File: src/sact_pkg.sv
// Package of the set-associative cache tag controller.
// Holds geometry constants, payload structs and controller/datapath link types.
// No dependencies.
package sact_pkg;

  localparam int unsigned SetsDef  = 256;
  localparam int unsigned WaysDef  = 4;
  localparam int unsigned MemCost  = 100;
  localparam int unsigned CntW     = 32;
  localparam int unsigned TotW     = 48;
  localparam int unsigned CostW    = 16;
  localparam int unsigned PaddrW   = 5;

  // Register indexes of the configuration port.
  localparam logic [2:0] RegIndexBits  = 3'd0;
  localparam logic [2:0] RegOffsetBits = 3'd1;
  localparam logic [2:0] RegWriteAlloc = 3'd2;
  localparam logic [2:0] RegWriteThru  = 3'd3;
  localparam logic [2:0] RegEvictLru   = 3'd4;

  // Access kinds.
  localparam logic ReqLoad  = 1'b0;
  localparam logic ReqStore = 1'b1;

  typedef struct packed {
    logic        req_type;
    logic [31:0] address;
  } req_t;

  typedef struct packed {
    logic              hit;
    logic              wrote_back;
    logic [CostW-1:0]  cycle_cost;
    logic [CntW-1:0]   load_hits;
    logic [CntW-1:0]   load_misses;
    logic [CntW-1:0]   store_hits;
    logic [CntW-1:0]   store_misses;
    logic [TotW-1:0]   total_cycles;
  } rsp_t;

  // Commands from the controller to the datapath.
  typedef struct packed {
    logic capture;
    logic clear_step;
    logic update;
  } ctrl_t;

  // Status from the datapath to the controller.
  typedef struct packed {
    logic clear_done;
  } stat_t;

endpackage

File: src/sact_ctrl.sv
// Controller state machine of the cache tag controller.
// Depends on sact_pkg.
module sact_ctrl (
  input  logic            clk_i,
  input  logic            rst_ni,
  input  logic            start_i,
  input  sact_pkg::stat_t stat_i,
  output sact_pkg::ctrl_t ctrl_o,
  output logic            busy_o,
  output logic            done_o
);
  import sact_pkg::*;

  localparam logic [1:0] StClear = 2'd0;
  localparam logic [1:0] StIdle  = 2'd1;
  localparam logic [1:0] StLook  = 2'd2;

  logic [1:0] state_q, state_d;

  // Next state: clear sweep after reset, then lookup/update per word.
  always_comb begin
    state_d = state_q;
    unique case (state_q)
      StClear: if (stat_i.clear_done) state_d = StIdle;
      StIdle:  if (start_i) state_d = StLook;
      StLook:  state_d = StIdle;
      default: state_d = StClear;
    endcase
  end

  always_ff @(posedge clk_i or negedge rst_ni) begin
    if (!rst_ni) begin
      state_q <= StClear;
    end else begin
      state_q <= state_d;
    end
  end

  always_ff @(posedge clk_i or negedge rst_ni) begin
    if (!rst_ni) begin
      done_o <= 1'b0;
    end else begin
      done_o <= (state_q == StLook);
    end
  end

  assign ctrl_o.capture    = (state_q == StIdle) && start_i;
  assign ctrl_o.clear_step = (state_q == StClear);
  assign ctrl_o.update     = (state_q == StLook);
  assign busy_o            = (state_q != StIdle);
endmodule

File: config.mk
export PLATFORM = sky130hd
export DESIGN_NAME = sact_ctrl
export DESIGN_NICKNAME = d
export VERILOG_FILES = /design/src/sact_pkg.sv /design/src/sact_ctrl.sv
export SDC_FILE = /design/constraint.sdc
export NUM_CORES = 1
export LEC_CHECK = 0
export BUFFER_PORTS_ARGS = -buffer_cell sky130_fd_sc_hd__buf_4
export CAP_MARGIN = 10
export CORE_AREA = 2 2 39 41
export DETAILED_ROUTE_END_ITERATION = 10
export DIE_AREA = 0 0 41 43
export MAX_ROUTING_LAYER = met4
export PLACE_DENSITY_LB_ADDON = 0.08
export RECOVER_POWER = 25
export SETUP_SLACK_MARGIN = 0.15
export SYNTH_ARGS = -nofsm -noshare
export SYNTH_HDL_FRONTEND = slang
export SYNTH_SLANG_ARGS = --single-unit
File: constraint.sdc
create_clock -name clk_i -period 0.8 [get_ports clk_i]
set_input_delay 0.08 -clock clk_i [delete_from_list [all_inputs] [get_ports clk_i]]
set_output_delay 0.08 -clock clk_i [all_outputs]
set_load 0.02 [all_outputs]
### Word-level counts from Yosys, hierarchy flattened

Index checks and enable logic that the tools add are counted.

| operators by class | value |
|---|---|
| eq/ne operators | 5 |
| reductions and logical operators | 3 |
| mux-type cells | 3 |

Operator list:

| operator | number |
|---|---|
| 2-bit case mux with 3 select lines | 1 |
| 2-bit two-way mux | 2 |
| 2-bit inequality test, second input constant | 2 |
| 2-bit by 1-bit equality test with 1-bit output, second input constant | 1 |
| 2-bit equality test, second input constant | 1 |
| 2-bit zero test | 1 |
| 2-bit by 1-bit inequality test with 1-bit output, second input constant | 1 |
| 2-bit AND reduction | 1 |
| 1-bit logical AND | 1 |

| storage, ports and cells | value |
|---|---|
| register bits after elaboration | 3 |
| logic and storage cells | 13 |
| input port bits | 4 |
| output and inout port bits | 5 |

### Longest topological paths before layout

| depth | value |
|---|---|
| word-level depth | 3 |
| mapped depth | 2 |
| gate-level depth less buffers | 2 |

### Worst setup path before layout

OpenSTA, ideal clock, no wires.

| timing | value |
|---|---|
| kind | register to output |
| from | reg state_q[1] |
| to | out ctrl_o[2] in the netlist's numbering |
| buffers on the path | 0 |
| cell stages (with the launch flop) | 3 |
| path slack | -0.136 ns |
| arrival time | 0.856 ns |
| data required time | 0.720 ns |
| cells stage by stage | dfrtp_1 > nand2b_4 > nor2_1 |

RTL lines:

| item | line | source |
|---|---|---|
| start: declaration | sact_ctrl.sv:18 | `logic [1:0] state_q, state_d;` |
| start signal: assignment | sact_ctrl.sv:33 | `state_q <= StClear;` |
| start signal: assignment | sact_ctrl.sv:35 | `state_q <= state_d;` |
| end: declaration | sact_ctrl.sv:8 | `output sact_pkg::ctrl_t ctrl_o,` |

==> summary.txt <==
initial antenna violation count = 0
Reg-to-Reg End = state_q[0]$_DFFE_PN0P_
clk sink count = 3
Hold Slack = 61.2 ps
Worst-Margin Slew = 173 ps
core box area = 1380 um^2
net switching share of the total power = 0.370
Starting Density = 0.0886
port bufs = 8
CP arrival = 1010 ps
DR vias = 135
Tcrit/Tclk final = 1.36
Buf/Inv on CP = 1
full die area = 1760 um^2
clk slew on worst S/H paths = 40 ps
Hold Violations, Final = 0
synth-to-layout area growth = 147%
H-Tree Depth = 1
Clock power frac = 0.211
Routed wire per std cell = 9.56 um
met2 WL = 246 um
first-pass GRT wire length = 586 um
crit path kind = flip-flop to primary output
Mapped Nets = 15
Reg2Reg Depth = 3
Synth area leader = dfrtp_1
Comb pwr share = 0.574
DP Cell Count = 35
Distinct cells, synth = 6
Post-synth ARST share = 1.00
top cell family by delay on the critical path = flip-flops
R2R Setup Slk = -120 ps
via/cell ratio = 3.14
total power density per cell area = 4140 nW/um^2
Post-synth EDFFs = 0
IO Pins = 9
FP Rows = 14
fillers = 149
post-synthesis sequential area ratio = 0.612
failing checks = negative setup slack
Final WS setup = -287 ps
Final Core Density = 0.219
Synth Register Bits = 3
r2r startpoint = state_q[1]$_DFFE_PN0P_
remaining antenna violation count = 0
final-report max-slew violation count = 0
CTS tree = built
vias in the first global route = 158
Most used DFF post-synth = dfrtp_1
worst-path maximum fanout = 3
initial drt markers = 0
Worst Hold Path Cells = 2
status = finished, violations left
CTS max path bufs = 2
Post-Syn Area = 123 um^2
Clock Latency Late Sink = 230 ps
Placer Congestion = 0.593
worst vdd ir = 1.01 mV
CTS buffer count = 3
top-count cell post-synth = nor2_1
share of cells above drive strength 1 = 0.704
Final min period = 1090 ps
Worst slew margin = 0.884
die width = 41 um
met1 WL = 147 um
total length of routed wires = 411 um
Worst Hold Class = input port to flip-flop
Seq pwr share = 0.215
CP max-delay cell = dfrtp_2
max layer used = met3
ant diodes = 0
RSZ-0062 raised after global routing = true
DRT Pass-1 Iters = 1
clock skew = 3.59 ps
Total GRT Usage = 0.0597
Crit. End Element = primary output
DR WL met3 = 17 um
max frequency = 920 MHz
Tot Pwr = 1.25 mW
Net count, final = 32
synth top area cells = dfrtp_1 61%, nor2_1 12%, nand2b_4 11%
Critical Path, Cell by Cell = and2b_2, buf_6
final setup fails = 7
largest net degree at the start of global routing = 4
Internal = 0.791 mW
Synth Area per Inst = 11.1 um^2
CP Data Required Time = 720 ps
Gate Count Post-Synth = 11
cell leakage power = 0.145 nW
root buffer cell = clkbuf_4
Die Y = 43 um
Finished Layout Cells = 43
top cell type's share of synthesized area = 0.612
P_sw = 0.464 mW
total gr overflow = 0
Worst Hold Launch = start_i
warnings from Yosys = 0
commonest cells in the netlist = 4 x nor2_1, 3 x dfrtp_1
number of remaining DRC errors = 0
worst stage delay on the critical path = 430 ps
Worst Setup Start Kind = flip-flop
dpl hpwl = 242 um
Worst Hold End = state_q[0]$_DFFE_PN0P_
Max-Cap Viols = 0
[registers in the layout, summed over array words and instances, names as in the netlist]
register and count:
state_q 2, done_o 1
[how the worst max path moves through the flow]
stage / depth (start not counted) / slack [ps] / to / startpoint
2_1_floorplan: 1 / -8 / done_o$_DFF_PN0_ / state_q[0]$_DFFE_PN0P_
3_3_place_gp: 2 / -80 / ctrl_o[0] / state_q[0]$_DFFE_PN0P_
3_5_place_dp: 2 / -80 / ctrl_o[0] / state_q[0]$_DFFE_PN0P_
4_1_cts: 3 / -310 / ctrl_o[1] / state_q[0]$_DFFE_PN0P_
5_1_grt: 3 / -340 / ctrl_o[2] / state_q[1]$_DFFE_PN0P_
6_report: 2 / -290 / ctrl_o[0] / state_q[0]$_DFFE_PN0P_
[logic make-up (layout without fill, tap and decap cells)]
logic type	count (synthesis)	in the layout	synth area share
and+or+nand+nor	6	6	0.306
DFF	3	3	0.612
buffers and inverters	1	17	0.0306
AOI/OAI and AO/OA	1	1	0.0511
[power groups by stage]
stage,logic (mW),registers [mW],clock network [mW]
6_report,0.720,0.270,0.265
4_1_cts,0.622,0.256,0.280
3_5_place_dp,0.450,0.267,0
3_3_place_gp,0.453,0.267,0
5_1_grt,0.773,0.281,0.286
2_1_floorplan,0.257,0.271,0
[area by class of cell]
type                       count  area, um^2  share of cell area
clock buffer                   4        26.3              0.0868
tap                           16        20.0              0.0661
multi-input combinational      7        65.1               0.215
inverter                       1        3.75              0.0124
timing repair buffer          12         111               0.368
sequential                     3        76.3               0.252
[cells in the final DEF (no fill, tap or decap)]
cell type      netlist  routed
dlygate4sd3_1        0       1
o22ai_2              0       1
nor2_4               0       2
and2b_2              1       1
nand2b_4             1       1
dfrtp_1              3       2
inv_1                1       1
clkbuf_1             0       2
buf_4                0       4
dfrtp_2              0       1
nor2_1               4       2
clkbuf_4             0       3
buf_6                0       6
[timing repair]
action,4_1_cts,5_1_grt
resized for setup,4,6
endpoints found under the hold margin,3,0
setup endpoints to repair,8,8
buffers inserted,3,0
hold buffers,1,0
pin swaps,1,1
[per-layer routing]
metal | global-route usage | up-vias
met3 | 0.0157 | 0
met4 | 0.100 | 0
met1 | 0.0579 | 64
met5 | - | -
met2 | 0.0688 | 6
li1 | - | 65
[metrics by stage]
stage	setup slack (ps)	area (um^2)	setup TNS, ps
after floorplan	-8.33	130	-8.33
after global placement	-82.7	210	-187
after detailed placement	-84.0	210	-159
after CTS	-306	284	-1290
after global routing	-339	303	-1580
final	-287	303	-1200
(Power assumes the default switching activity.)
